### config.mk
export PLATFORM = sky130hd
export DESIGN_NAME = aes_key_ram
export DESIGN_NICKNAME = d
export VERILOG_FILES = /design/src/rtl/aes128_cbc_cipher_defines.svh /design/src/rtl/aes_pkg.sv /design/src/rtl/aes_key_ram.sv
export SDC_FILE = /design/constraint.sdc
export NUM_CORES = 1
export LEC_CHECK = 0
export BUFFER_PORTS_ARGS = -buffer_cell sky130_fd_sc_hd__buf_2
export CAP_MARGIN = 0
export CORE_UTILIZATION = 23
export CTS_CLUSTER_DIAMETER = 150
export DETAILED_ROUTE_END_ITERATION = 16
export MAX_ROUTING_LAYER = met4
export PLACE_DENSITY_LB_ADDON = 0.2
export SLEW_MARGIN = 20
export SYNTH_ARGS = -nofsm -noshare
export SYNTH_HDL_FRONTEND = slang
export SYNTH_SLANG_ARGS = --single-unit
### constraint.sdc
create_clock -name clk -period 19.1 [get_ports clk]
set_input_delay 4.775 -clock clk [delete_from_list [all_inputs] [get_ports clk]]
set_output_delay 4.775 -clock clk [all_outputs]
set_load 0.005 [all_outputs]
### src/rtl/aes128_cbc_cipher_defines.svh
// Assertion macros for the AES-128 CBC block.
`ifndef AES128_CBC_CIPHER_DEFINES_SVH
`define AES128_CBC_CIPHER_DEFINES_SVH
// Implication checked on every rising clock edge outside reset.
`define AES_ASSERT_IMP(label, clk, rst_n, ante, cons) \
    label: assert property (@(posedge clk) disable iff (!rst_n) (ante) |-> (cons)) \
        else $error("assertion failed");
// Next-cycle implication checked outside reset.
`define AES_ASSERT_NEXT(label, clk, rst_n, ante, cons) \
    label: assert property (@(posedge clk) disable iff (!rst_n) (ante) |=> (cons)) \
        else $error("assertion failed");
`endif

### src/rtl/aes_pkg.sv
// Shared types, constants and round functions for the AES-128 CBC block.
package aes_pkg;

    localparam int ROUND_COUNT = 10;
    localparam int RND_W       = $clog2(ROUND_COUNT + 1);

    localparam logic [2:0] REG_KEY_HIGH = 3'd0;
    localparam logic [2:0] REG_KEY_LOW  = 3'd1;
    localparam logic [2:0] REG_IV_HIGH  = 3'd2;
    localparam logic [2:0] REG_IV_LOW   = 3'd3;
    localparam logic [2:0] REG_DECRYPT  = 3'd4;

    typedef enum logic [2:0] {
        ST_IDLE,
        ST_EXPAND,
        ST_LOAD,
        ST_ROUND
    } state_t;

    function automatic logic [7:0] sbox(input logic [7:0] x);
        logic [7:0] t [256];
        t = '{
        8'h63,8'h7c,8'h77,8'h7b,8'hf2,8'h6b,8'h6f,8'hc5,8'h30,8'h01,8'h67,8'h2b,8'hfe,8'hd7,8'hab,8'h76,
        8'hca,8'h82,8'hc9,8'h7d,8'hfa,8'h59,8'h47,8'hf0,8'had,8'hd4,8'ha2,8'haf,8'h9c,8'ha4,8'h72,8'hc0,
        8'hb7,8'hfd,8'h93,8'h26,8'h36,8'h3f,8'hf7,8'hcc,8'h34,8'ha5,8'he5,8'hf1,8'h71,8'hd8,8'h31,8'h15,
        8'h04,8'hc7,8'h23,8'hc3,8'h18,8'h96,8'h05,8'h9a,8'h07,8'h12,8'h80,8'he2,8'heb,8'h27,8'hb2,8'h75,
        8'h09,8'h83,8'h2c,8'h1a,8'h1b,8'h6e,8'h5a,8'ha0,8'h52,8'h3b,8'hd6,8'hb3,8'h29,8'he3,8'h2f,8'h84,
        8'h53,8'hd1,8'h00,8'hed,8'h20,8'hfc,8'hb1,8'h5b,8'h6a,8'hcb,8'hbe,8'h39,8'h4a,8'h4c,8'h58,8'hcf,
        8'hd0,8'hef,8'haa,8'hfb,8'h43,8'h4d,8'h33,8'h85,8'h45,8'hf9,8'h02,8'h7f,8'h50,8'h3c,8'h9f,8'ha8,
        8'h51,8'ha3,8'h40,8'h8f,8'h92,8'h9d,8'h38,8'hf5,8'hbc,8'hb6,8'hda,8'h21,8'h10,8'hff,8'hf3,8'hd2,
        8'hcd,8'h0c,8'h13,8'hec,8'h5f,8'h97,8'h44,8'h17,8'hc4,8'ha7,8'h7e,8'h3d,8'h64,8'h5d,8'h19,8'h73,
        8'h60,8'h81,8'h4f,8'hdc,8'h22,8'h2a,8'h90,8'h88,8'h46,8'hee,8'hb8,8'h14,8'hde,8'h5e,8'h0b,8'hdb,
        8'he0,8'h32,8'h3a,8'h0a,8'h49,8'h06,8'h24,8'h5c,8'hc2,8'hd3,8'hac,8'h62,8'h91,8'h95,8'he4,8'h79,
        8'he7,8'hc8,8'h37,8'h6d,8'h8d,8'hd5,8'h4e,8'ha9,8'h6c,8'h56,8'hf4,8'hea,8'h65,8'h7a,8'hae,8'h08,
        8'hba,8'h78,8'h25,8'h2e,8'h1c,8'ha6,8'hb4,8'hc6,8'he8,8'hdd,8'h74,8'h1f,8'h4b,8'hbd,8'h8b,8'h8a,
        8'h70,8'h3e,8'hb5,8'h66,8'h48,8'h03,8'hf6,8'h0e,8'h61,8'h35,8'h57,8'hb9,8'h86,8'hc1,8'h1d,8'h9e,
        8'he1,8'hf8,8'h98,8'h11,8'h69,8'hd9,8'h8e,8'h94,8'h9b,8'h1e,8'h87,8'he9,8'hce,8'h55,8'h28,8'hdf,
        8'h8c,8'ha1,8'h89,8'h0d,8'hbf,8'he6,8'h42,8'h68,8'h41,8'h99,8'h2d,8'h0f,8'hb0,8'h54,8'hbb,8'h16};
        return t[x];
    endfunction

    function automatic logic [7:0] inv_sub_byte(input logic [7:0] x);
        logic [7:0] t [256];
        t = '{
        8'h52,8'h09,8'h6a,8'hd5,8'h30,8'h36,8'ha5,8'h38,8'hbf,8'h40,8'ha3,8'h9e,8'h81,8'hf3,8'hd7,8'hfb,
        8'h7c,8'he3,8'h39,8'h82,8'h9b,8'h2f,8'hff,8'h87,8'h34,8'h8e,8'h43,8'h44,8'hc4,8'hde,8'he9,8'hcb,
        8'h54,8'h7b,8'h94,8'h32,8'ha6,8'hc2,8'h23,8'h3d,8'hee,8'h4c,8'h95,8'h0b,8'h42,8'hfa,8'hc3,8'h4e,
        8'h08,8'h2e,8'ha1,8'h66,8'h28,8'hd9,8'h24,8'hb2,8'h76,8'h5b,8'ha2,8'h49,8'h6d,8'h8b,8'hd1,8'h25,
        8'h72,8'hf8,8'hf6,8'h64,8'h86,8'h68,8'h98,8'h16,8'hd4,8'ha4,8'h5c,8'hcc,8'h5d,8'h65,8'hb6,8'h92,
        8'h6c,8'h70,8'h48,8'h50,8'hfd,8'hed,8'hb9,8'hda,8'h5e,8'h15,8'h46,8'h57,8'ha7,8'h8d,8'h9d,8'h84,
        8'h90,8'hd8,8'hab,8'h00,8'h8c,8'hbc,8'hd3,8'h0a,8'hf7,8'he4,8'h58,8'h05,8'hb8,8'hb3,8'h45,8'h06,
        8'hd0,8'h2c,8'h1e,8'h8f,8'hca,8'h3f,8'h0f,8'h02,8'hc1,8'haf,8'hbd,8'h03,8'h01,8'h13,8'h8a,8'h6b,
        8'h3a,8'h91,8'h11,8'h41,8'h4f,8'h67,8'hdc,8'hea,8'h97,8'hf2,8'hcf,8'hce,8'hf0,8'hb4,8'he6,8'h73,
        8'h96,8'hac,8'h74,8'h22,8'he7,8'had,8'h35,8'h85,8'he2,8'hf9,8'h37,8'he8,8'h1c,8'h75,8'hdf,8'h6e,
        8'h47,8'hf1,8'h1a,8'h71,8'h1d,8'h29,8'hc5,8'h89,8'h6f,8'hb7,8'h62,8'h0e,8'haa,8'h18,8'hbe,8'h1b,
        8'hfc,8'h56,8'h3e,8'h4b,8'hc6,8'hd2,8'h79,8'h20,8'h9a,8'hdb,8'hc0,8'hfe,8'h78,8'hcd,8'h5a,8'hf4,
        8'h1f,8'hdd,8'ha8,8'h33,8'h88,8'h07,8'hc7,8'h31,8'hb1,8'h12,8'h10,8'h59,8'h27,8'h80,8'hec,8'h5f,
        8'h60,8'h51,8'h7f,8'ha9,8'h19,8'hb5,8'h4a,8'h0d,8'h2d,8'he5,8'h7a,8'h9f,8'h93,8'hc9,8'h9c,8'hef,
        8'ha0,8'he0,8'h3b,8'h4d,8'hae,8'h2a,8'hf5,8'hb0,8'hc8,8'heb,8'hbb,8'h3c,8'h83,8'h53,8'h99,8'h61,
        8'h17,8'h2b,8'h04,8'h7e,8'hba,8'h77,8'hd6,8'h26,8'he1,8'h69,8'h14,8'h63,8'h55,8'h21,8'h0c,8'h7d};
        return t[x];
    endfunction

    function automatic logic [7:0] xt(input logic [7:0] b);
        return {b[6:0], 1'b0} ^ (b[7] ? 8'h1b : 8'h00);
    endfunction

    // Byte i of a 128-bit value; byte 0 is the top byte.
    function automatic logic [7:0] byte_of(input logic [127:0] s, input int i);
        return s[127 - 8*i -: 8];
    endfunction

    function automatic logic [127:0] enc_round(input logic [127:0] s, input logic last);
        logic [7:0] t [16];
        logic [7:0] a0, a1, a2, a3;
        logic [127:0] o;
        for (int c = 0; c < 4; c++)
            for (int r = 0; r < 4; r++)
                t[r + 4*c] = sbox(byte_of(s, r + 4*((c + r) & 3)));
        for (int c = 0; c < 4; c++) begin
            a0 = t[4*c]; a1 = t[4*c+1]; a2 = t[4*c+2]; a3 = t[4*c+3];
            if (!last) begin
                t[4*c]   = xt(a0) ^ xt(a1) ^ a1 ^ a2 ^ a3;
                t[4*c+1] = a0 ^ xt(a1) ^ xt(a2) ^ a2 ^ a3;
                t[4*c+2] = a0 ^ a1 ^ xt(a2) ^ xt(a3) ^ a3;
                t[4*c+3] = xt(a0) ^ a0 ^ a1 ^ a2 ^ xt(a3);
            end
        end
        for (int i = 0; i < 16; i++) o[127 - 8*i -: 8] = t[i];
        return o;
    endfunction

    function automatic logic [7:0] gmul(input logic [7:0] a, input logic [3:0] m);
        logic [7:0] a2, a4, a8;
        a2 = xt(a); a4 = xt(a2); a8 = xt(a4);
        return (m[0] ? a : 8'h00) ^ (m[1] ? a2 : 8'h00) ^ (m[2] ? a4 : 8'h00)
            ^ (m[3] ? a8 : 8'h00);
    endfunction

    // Inverse shift and substitution.
    function automatic logic [127:0] dec_sub(input logic [127:0] s);
        logic [127:0] o;
        for (int c = 0; c < 4; c++)
            for (int r = 0; r < 4; r++)
                o[127 - 8*(r + 4*((c + r) & 3)) -: 8] = inv_sub_byte(byte_of(s, r + 4*c));
        return o;
    endfunction

    function automatic logic [127:0] inv_mix(input logic [127:0] s);
        logic [7:0] a0, a1, a2, a3;
        logic [127:0] o;
        for (int c = 0; c < 4; c++) begin
            a0 = byte_of(s, 4*c); a1 = byte_of(s, 4*c+1);
            a2 = byte_of(s, 4*c+2); a3 = byte_of(s, 4*c+3);
            o[127 - 32*c -: 8]  = gmul(a0,4'he)^gmul(a1,4'hb)^gmul(a2,4'hd)^gmul(a3,4'h9);
            o[119 - 32*c -: 8]  = gmul(a0,4'h9)^gmul(a1,4'he)^gmul(a2,4'hb)^gmul(a3,4'hd);
            o[111 - 32*c -: 8]  = gmul(a0,4'hd)^gmul(a1,4'h9)^gmul(a2,4'he)^gmul(a3,4'hb);
            o[103 - 32*c -: 8]  = gmul(a0,4'hb)^gmul(a1,4'hd)^gmul(a2,4'h9)^gmul(a3,4'he);
        end
        return o;
    endfunction

    // One key schedule step: next round key from the previous one.
    function automatic logic [127:0] key_step(input logic [127:0] k, input logic [7:0] rc);
        logic [31:0] t, w0, w1, w2, w3;
        t = {sbox(k[23:16]), sbox(k[15:8]), sbox(k[7:0]), sbox(k[31:24])};
        t = t ^ {rc, 24'h0};
        w0 = k[127:96] ^ t;
        w1 = k[95:64] ^ w0;
        w2 = k[63:32] ^ w1;
        w3 = k[31:0] ^ w2;
        return {w0, w1, w2, w3};
    endfunction

endpackage

### src/rtl/aes_key_ram.sv
// Round-key store: 128-bit entries, one write and one registered read port.
module aes_key_ram (
    input  logic                       clk,
    input  logic                       we,
    input  logic [aes_pkg::RND_W-1:0]  waddr,
    input  logic [127:0]               wdata,
    input  logic [aes_pkg::RND_W-1:0]  raddr,
    output logic [127:0]               rdata
);
    logic [127:0] mem [aes_pkg::ROUND_COUNT + 1];

    // Write a round key
    always_ff @(posedge clk)
    begin
        if (we)
        begin
            mem[waddr] <= wdata;
        end
    end

    // Register the read data
    always_ff @(posedge clk)
    begin
        rdata <= mem[raddr];
    end
endmodule

# == After elaboration in Yosys (flattened, before gate mapping) ==
# Memories as Yosys holds them, arrays and structs flattened. A register that Yosys moved wholly into a read port is not among the register bits.
# Cells that the tools add are included.
# word_totals
elab_cells,3
inputBits,138
n_memories,1
regBits,0
output_inout_bits,128
latchBits,0
ramBits,1408
mem_bits_ro,0
# classes
bitwise_logic,0
n_div,0
reduce_logical,0
add_sub_neg,0
order_cmp,0
muxes,2
mul,0
eq_ne,0
n_shift,0
# memory_table
name,words,width,read_ports,rd_clocked_by_memory_dff,wr,line_no,source
mem,11,128,1,1,1,aes_key_ram.sv:10,logic [127:0] mem [aes_pkg::ROUND_COUNT + 1];
# op_table
op,count
1-bit two-way mux,2

# == Depth between registers and ports, before layout ==
# Gate-level depths: netlist (run 1).
# depth
ltp_word,2
mapped_depth,6

# == Worst setup path after synthesis (run 1) ==
# No wires, ideal clock.
# synth_path
path_kind,input to register
from,in waddr[3] in the netlist's numbering
to,"mem mem[0][0], enable pin"
t_required_ns,18.326
n_path_buf,0
setup_slack_ns,4.397
cell_stages,2
arrival_time_ns,13.929
path_cell_list,or3b_2 nor3_1
# synth_lines
element,line_no,source
from (decl),aes_key_ram.sv:5,"input logic [aes_pkg::RND_W-1:0] waddr,"
to (decl),aes_key_ram.sv:10,
# No word-level cell before the write port.

# == Final worst setup path (run 1) ==
# layout_path
from,in waddr[3] in the netlist's numbering
to,"mem mem[2][73], enable pin"
# No word-level cell before the write port.

==> results of run 1 <==
path summary, 6_finish.rpt:
path | startpoint | endpoint | slack (ns) | cells after the start
max | waddr[3] | mem[2][73] | 11.33 | 6
max reg2reg | mem[3][7] | rdata[7] | 17.63 | 3
min | mem[10][15] | rdata[15] | 0.54 | 3
min reg2reg | mem[10][15] | rdata[15] | 0.54 | 3
cell families (layout without fill, tap and decap cells):
| family | count (synthesis) | count (layout) | share of synthesized area [%] |
|---|---|---|---|
| AOI/OAI and AO/OA | 512 | 512 | 6.69 |
| DFF | 1536 | 1536 | 78.0 |
| and+or+nand+nor | 149 | 149 | 1.58 |
| buffers and inverters | 184 | 656 | 1.71 |
| other | 0 | 28 | 0 |
| muxes | 640 | 640 | 12.0 |
critical path, delay by kind of cell:
family                 cells  cell delay [ns]
buffers and inverters      4             2.45
AND/OR/NAND/NOR            2             0.73
flip-flops by register name, indices dropped and copies added (netlist names):
name / cells
mem: 1408
rdata: 128
power groups by stage:
stage | clock, mW | combinational [mW] | sequential (mW)
floorplan | 0 | 0.198 | 3.86
global placement | 0 | 0.372 | 3.87
detailed placement | 0 | 0.373 | 3.87
CTS | 3.53 | 0.374 | 3.80
global route | 3.65 | 0.398 | 3.80
finish | 3.42 | 0.362 | 3.79
cells in the mapped netlist, drive strengths merged:
cell type     n
nor2          9
buf          91
o211ai      128
nor3          3
nand2b      131
o31ai       128
a22o        128
edfxtp     1408
nand2         2
nand3b        2
dfxtp       128
or3b          1
nor2b         1
mux2        384
mux2i       256
clkbuf       93
o22ai       128
metal layers:
layer	up-vias	part of all wire [%]	GRT usage [%]
met5	-	0	-
met4	0	2.4	3.64
met3	259	4.8	2.77
met2	567	47	20.1
met1	14900	46	16.4
li1	12900	-	-
layout make-up:
cell class	count	area, um^2
clock buffer	257	4980
sequential	1536	44800
tap	3330	4170
fill	24800	180000
multi-input combinational	1301	11700
timing repair buffer	323	1900
clock inverter	76	960
antenna	28	70.1
through the flow:
| stage | cells | cell area [um^2] | util [%] | worst slack (ns) | hold WS (ns) |
|---|---|---|---|---|---|
| 2_1_floorplan | 3021 | 57500 | - | 4.40 | 0.539 |
| 3_3_place_gp | 6489 | 62600 | 25.2 | 10.34 | 0.557 |
| 3_5_place_dp | 6489 | 62600 | 25.2 | 10.31 | 0.554 |
| 4_1_cts | 6822 | 68600 | 27.6 | 11.21 | 0.549 |
| 5_1_grt | 6847 | 68700 | 27.6 | 11.19 | 0.590 |
| 6_report | 6851 | 68700 | 27.6 | 11.33 | 0.544 |
==> impl_metrics.toml, run 1 <==
[synthesis]
syn_inst = 3021
synth-seq-cells = 1536
avgSynthCellArea_um2 = 19.0
ys_types = 20
netlist_area_um2 = 57500
synth_nets = 3159
yosysTopAreaCell = "edfxtp_1"
yosys_warnings = 0
synth_top_area_share_pct = 73.6
synth_area_leaders = "edfxtp_1, mux2_2, dfxtp_1"
ys_seq_area_share_pct = 78.0

[floorplanning]
num_rows = 183
dieArea_um2 = 252000
initial_utilization_pct = 23.1
fp.coreArea_um2 = 248000
die_x_um = 502
die_h_um = 502
io-pin-count = 266

[placement]
dpl.hpwl_um = 79600
finalWeightedCongestion = 0.663
io_buffer_count = 265

[detailed_routing]
vias = 28600
antenna_left = 0
via_per_inst = 4.17
drc_errors = 0
first_pass_iters = 5
drt_wl_total_um = 158000
drtIter0Drc = 1722
post_drt_wl_per_cell_um = 23.0

[power]
ir_drop_mv = 0.0712
p_seq_share_pct = 50.1
p_int_mw = 5.90
leakagePower_nw = 22.5
comb_power_share_pct = 4.8
power_density_nw_per_um2 = 110
switching_share_pct = 22.1
pwr-share-clk_pct = 45.2
power.total_mw = 7.58
p_sw_mw = 1.67

[cts]
cts_buffer_depth = 3
holdBufCountCts = 0
cts_resized = 0
post-cts-setup-buffers = 0
clk_pin_slew_ns = 0.06
cts_tree = "done"
htree_levels = 4
numCtsBuffers = 180
root_buffer = "clkbuf_16"
clkLatencyLatePin_ns = 0.84
numClockSinks = 1536

[worst_setup_path]
critPathMaxStageDelay_ns = 0.82
cp.arrival_ns = 8.19
required_ns = 19.53
end_kind = "flip-flop"
critPathKind = "in -> reg"
critical_path.most_common_cell = "buf_4"
crit_fanout = 50
cp_cell_sequence = "buf_2, or3b_2, nor2_4, buf_4, buf_4, buf_4"
worstSetupStartpointType = "input port"
crit_path_top_delay_cell = "buf_4"

[sta]
fin_worst_skew_ns = 0.0367
hold_violations = 0
maxSlewViolCount = 0
rsz0062_at_grt = "no"
setup-tns-final_ns = 0
max_freq_mhz = 129
finalSetupViolations = 0
period_needed_ns = 7.77
relSlewSlack_pct = 17.8
worst_pin_slew_ns = 1.23
period_share_pct = 40.7

[grt]
grt_usage_pct = 12.7
grt_overflow_total = 0
antenna_found_initial = 54
grt_pass1_wl_um = 223000
grt_max_degree = 139
grt_pass1_vias = 29700

[min_path]
min_path_type = "reg -> reg"

[run_status]
status = "completed"

[cells_and_area]
final_cell_mix = "edfxtp_1, mux2_2, buf_2"
drive_gt1_share_pct = 27.9
fin_nets = 3480
final_common_cell = "edfxtp_1"
syn_to_final_growth_pct = 19.5

[job]
drv_cap = 0
(Power assumes the default switching activity.)
==> inputs of run 2 (changes only) <==
clock period = 8 ns   (was 19.1 ns; I/O delays follow)
==> run 2 against run 1 <==
Sequential share of layout area is 0.13 points lower. Critical path depth stayed put. Sequential power is 140% higher. Via count is 0.38% lower.
==> impl_metrics.toml, run 2 (synthesis gave the netlist of run 1 again) <==
[cts]
root_buffer = "clkbuf_16"
clkLatencyLatePin_ns = 0.81
numClockSinks = 1536
cts_resized = 0
clk_pin_slew_ns = 0.06
post-cts-setup-buffers = 0
htree_levels = 4
holdBufCountCts = 0
cts_tree = "done"
cts_buffer_depth = 3
numCtsBuffers = 177

[sta]
period_share_pct = 51.8
hold_violations = 0
setup_slack_ns = 3.86
fin_worst_skew_ns = 0.0525
hold_slack_ns = 0.547
max_freq_mhz = 241
rsz0062_at_grt = "no"
maxSlewViolCount = 0
worst_pin_slew_ns = 1.01
relSlewSlack_pct = 32.9
setup-tns-final_ns = 0
finalSetupViolations = 0
period_needed_ns = 4.14

[worst_setup_path]
regToRegSetupSlack_ns = 6.83
critical_path_depth = 6
reg2reg_from = "mem[8][10]"
crit_path_top_delay_cell = "nor2b_4"
cp_cell_sequence = "buf_8, buf_12, nor2b_4, buf_4, a22o_1, o31ai_1"
r2r_cells = 3
crit_path_start = "raddr[1]"
worstSetupStartpointType = "input port"
worst-path-buf-inv = 3
critPathKind = "in -> reg"
r2r-end = "rdata[10]"
end_kind = "flip-flop"
crit_fanout = 119
endpoint = "rdata[97]"
critPathTopFamily = "buffers and inverters"
critPathMaxStageDelay_ns = 0.74
cp.arrival_ns = 4.81
required_ns = 8.67

[cells_and_area]
drive_gt1_share_pct = 28.4
final_util_pct = 27.7
final_cell_mix = "edfxtp_1, mux2_2, buf_2"
syn_to_final_growth_pct = 19.7
largest_reg_flops = 1408
largest-register = "mem"
final_common_cell = "edfxtp_1"
fin_nets = 3479
postLayoutCellArea_um2 = 68800
layout.cells.non_filler = 6852
top_regs = "mem x1408, rdata x128"

[min_path]
min_path_type = "reg -> reg"
min-delay-start = "mem[10][127]"

[placement]
io_buffer_count = 265
finalWeightedCongestion = 0.666
dpl.hpwl_um = 80700
dpl_cell_area_um2 = 62800
placed_cells = 6492
post-place-ws_ns = 2.94

[detailed_routing]
drc_errors = 0
vias = 28500
drt_wl_total_um = 155000
via_per_inst = 4.16
drtIter0Drc = 1889
antenna_left = 0
post_drt_wl_per_cell_um = 22.6
first_pass_iters = 7

[floorplanning]
initial_utilization_pct = 23.1
die_h_um = 502
io-pin-count = 266
dieArea_um2 = 252000
num_rows = 183
fp.coreArea_um2 = 248000
die_x_um = 502

[grt]
grt_overflow_total = 0
grt_max_degree = 126
antenna_found_initial = 54
grt_pass1_vias = 30000
grt_usage_pct = 12.6
grt_pass1_wl_um = 222000

[power]
ir_drop_mv = 0.183
power.total_mw = 18.0
p_seq_share_pct = 50.4
p_sw_mw = 3.92
switching_share_pct = 21.8
p_int_mw = 14.1
leakagePower_nw = 22.6
comb_power_share_pct = 4.8
pwr-share-clk_pct = 44.9
power_density_nw_per_um2 = 262

[run_status]
status = "completed"

[job]
drv_cap = 0
[run 2: changes by cell type in the layout (fill, tap and decap cells not counted), sizes merged]
cell      before  now
clkinvlp       5    4
diode         28   27
clkinv        48   54
inv           10    7
buf          323  325
bufinv        13   11
[run 2: how the worst min path moves through the flow]
stage / to / slack, ns / cells past startpoint
finish: rdata[127] / 0.55 / 3
detailed placement: rdata[127] / 0.56 / 3
floorplan: rdata[0] / 0.54 / 3
global placement: rdata[52] / 0.55 / 3
global route: rdata[75] / 0.58 / 3
CTS: rdata[75] / 0.54 / 3
[run 2: power groups by stage]
| stage | Clock (mW) | Sequential, mW | Combinational [mW] |
|---|---|---|---|
| final | 8.08 | 9.07 | 0.860 |
| after detailed placement | 0 | 9.24 | 0.887 |
| after global placement | 0 | 9.25 | 0.880 |
| after CTS | 8.36 | 9.08 | 0.889 |
| after floorplan | 0 | 9.21 | 0.473 |
| after global routing | 8.65 | 9.09 | 0.944 |
[run 2: area by class of cell]
class / instances / area, um^2
Sequential cell: 1536 / 44800
Antenna cell: 27 / 67.6
Fill cell: 24900 / 180000
Timing Repair Buffer: 325 / 2060
Multi-Input combinational cell: 1301 / 11800
Clock buffer: 257 / 5080
Clock inverter: 76 / 827
Tap cell: 3330 / 4170
[run 2: worst min-delay path: stages, from the launching register on]
cell and delay, ns:
edfxtp_1 0.30, nand2b_1 0.09, o211ai_1 0.08, o31ai_1 0.06
[run 2: layer usage]
layer | GRT usage [%] | wire length, um
met1 | 16.8 | 72900
met2 | 19.3 | 71000
met3 | 2.87 | 7980
met4 | 3.00 | 3110
met5 | - | 0
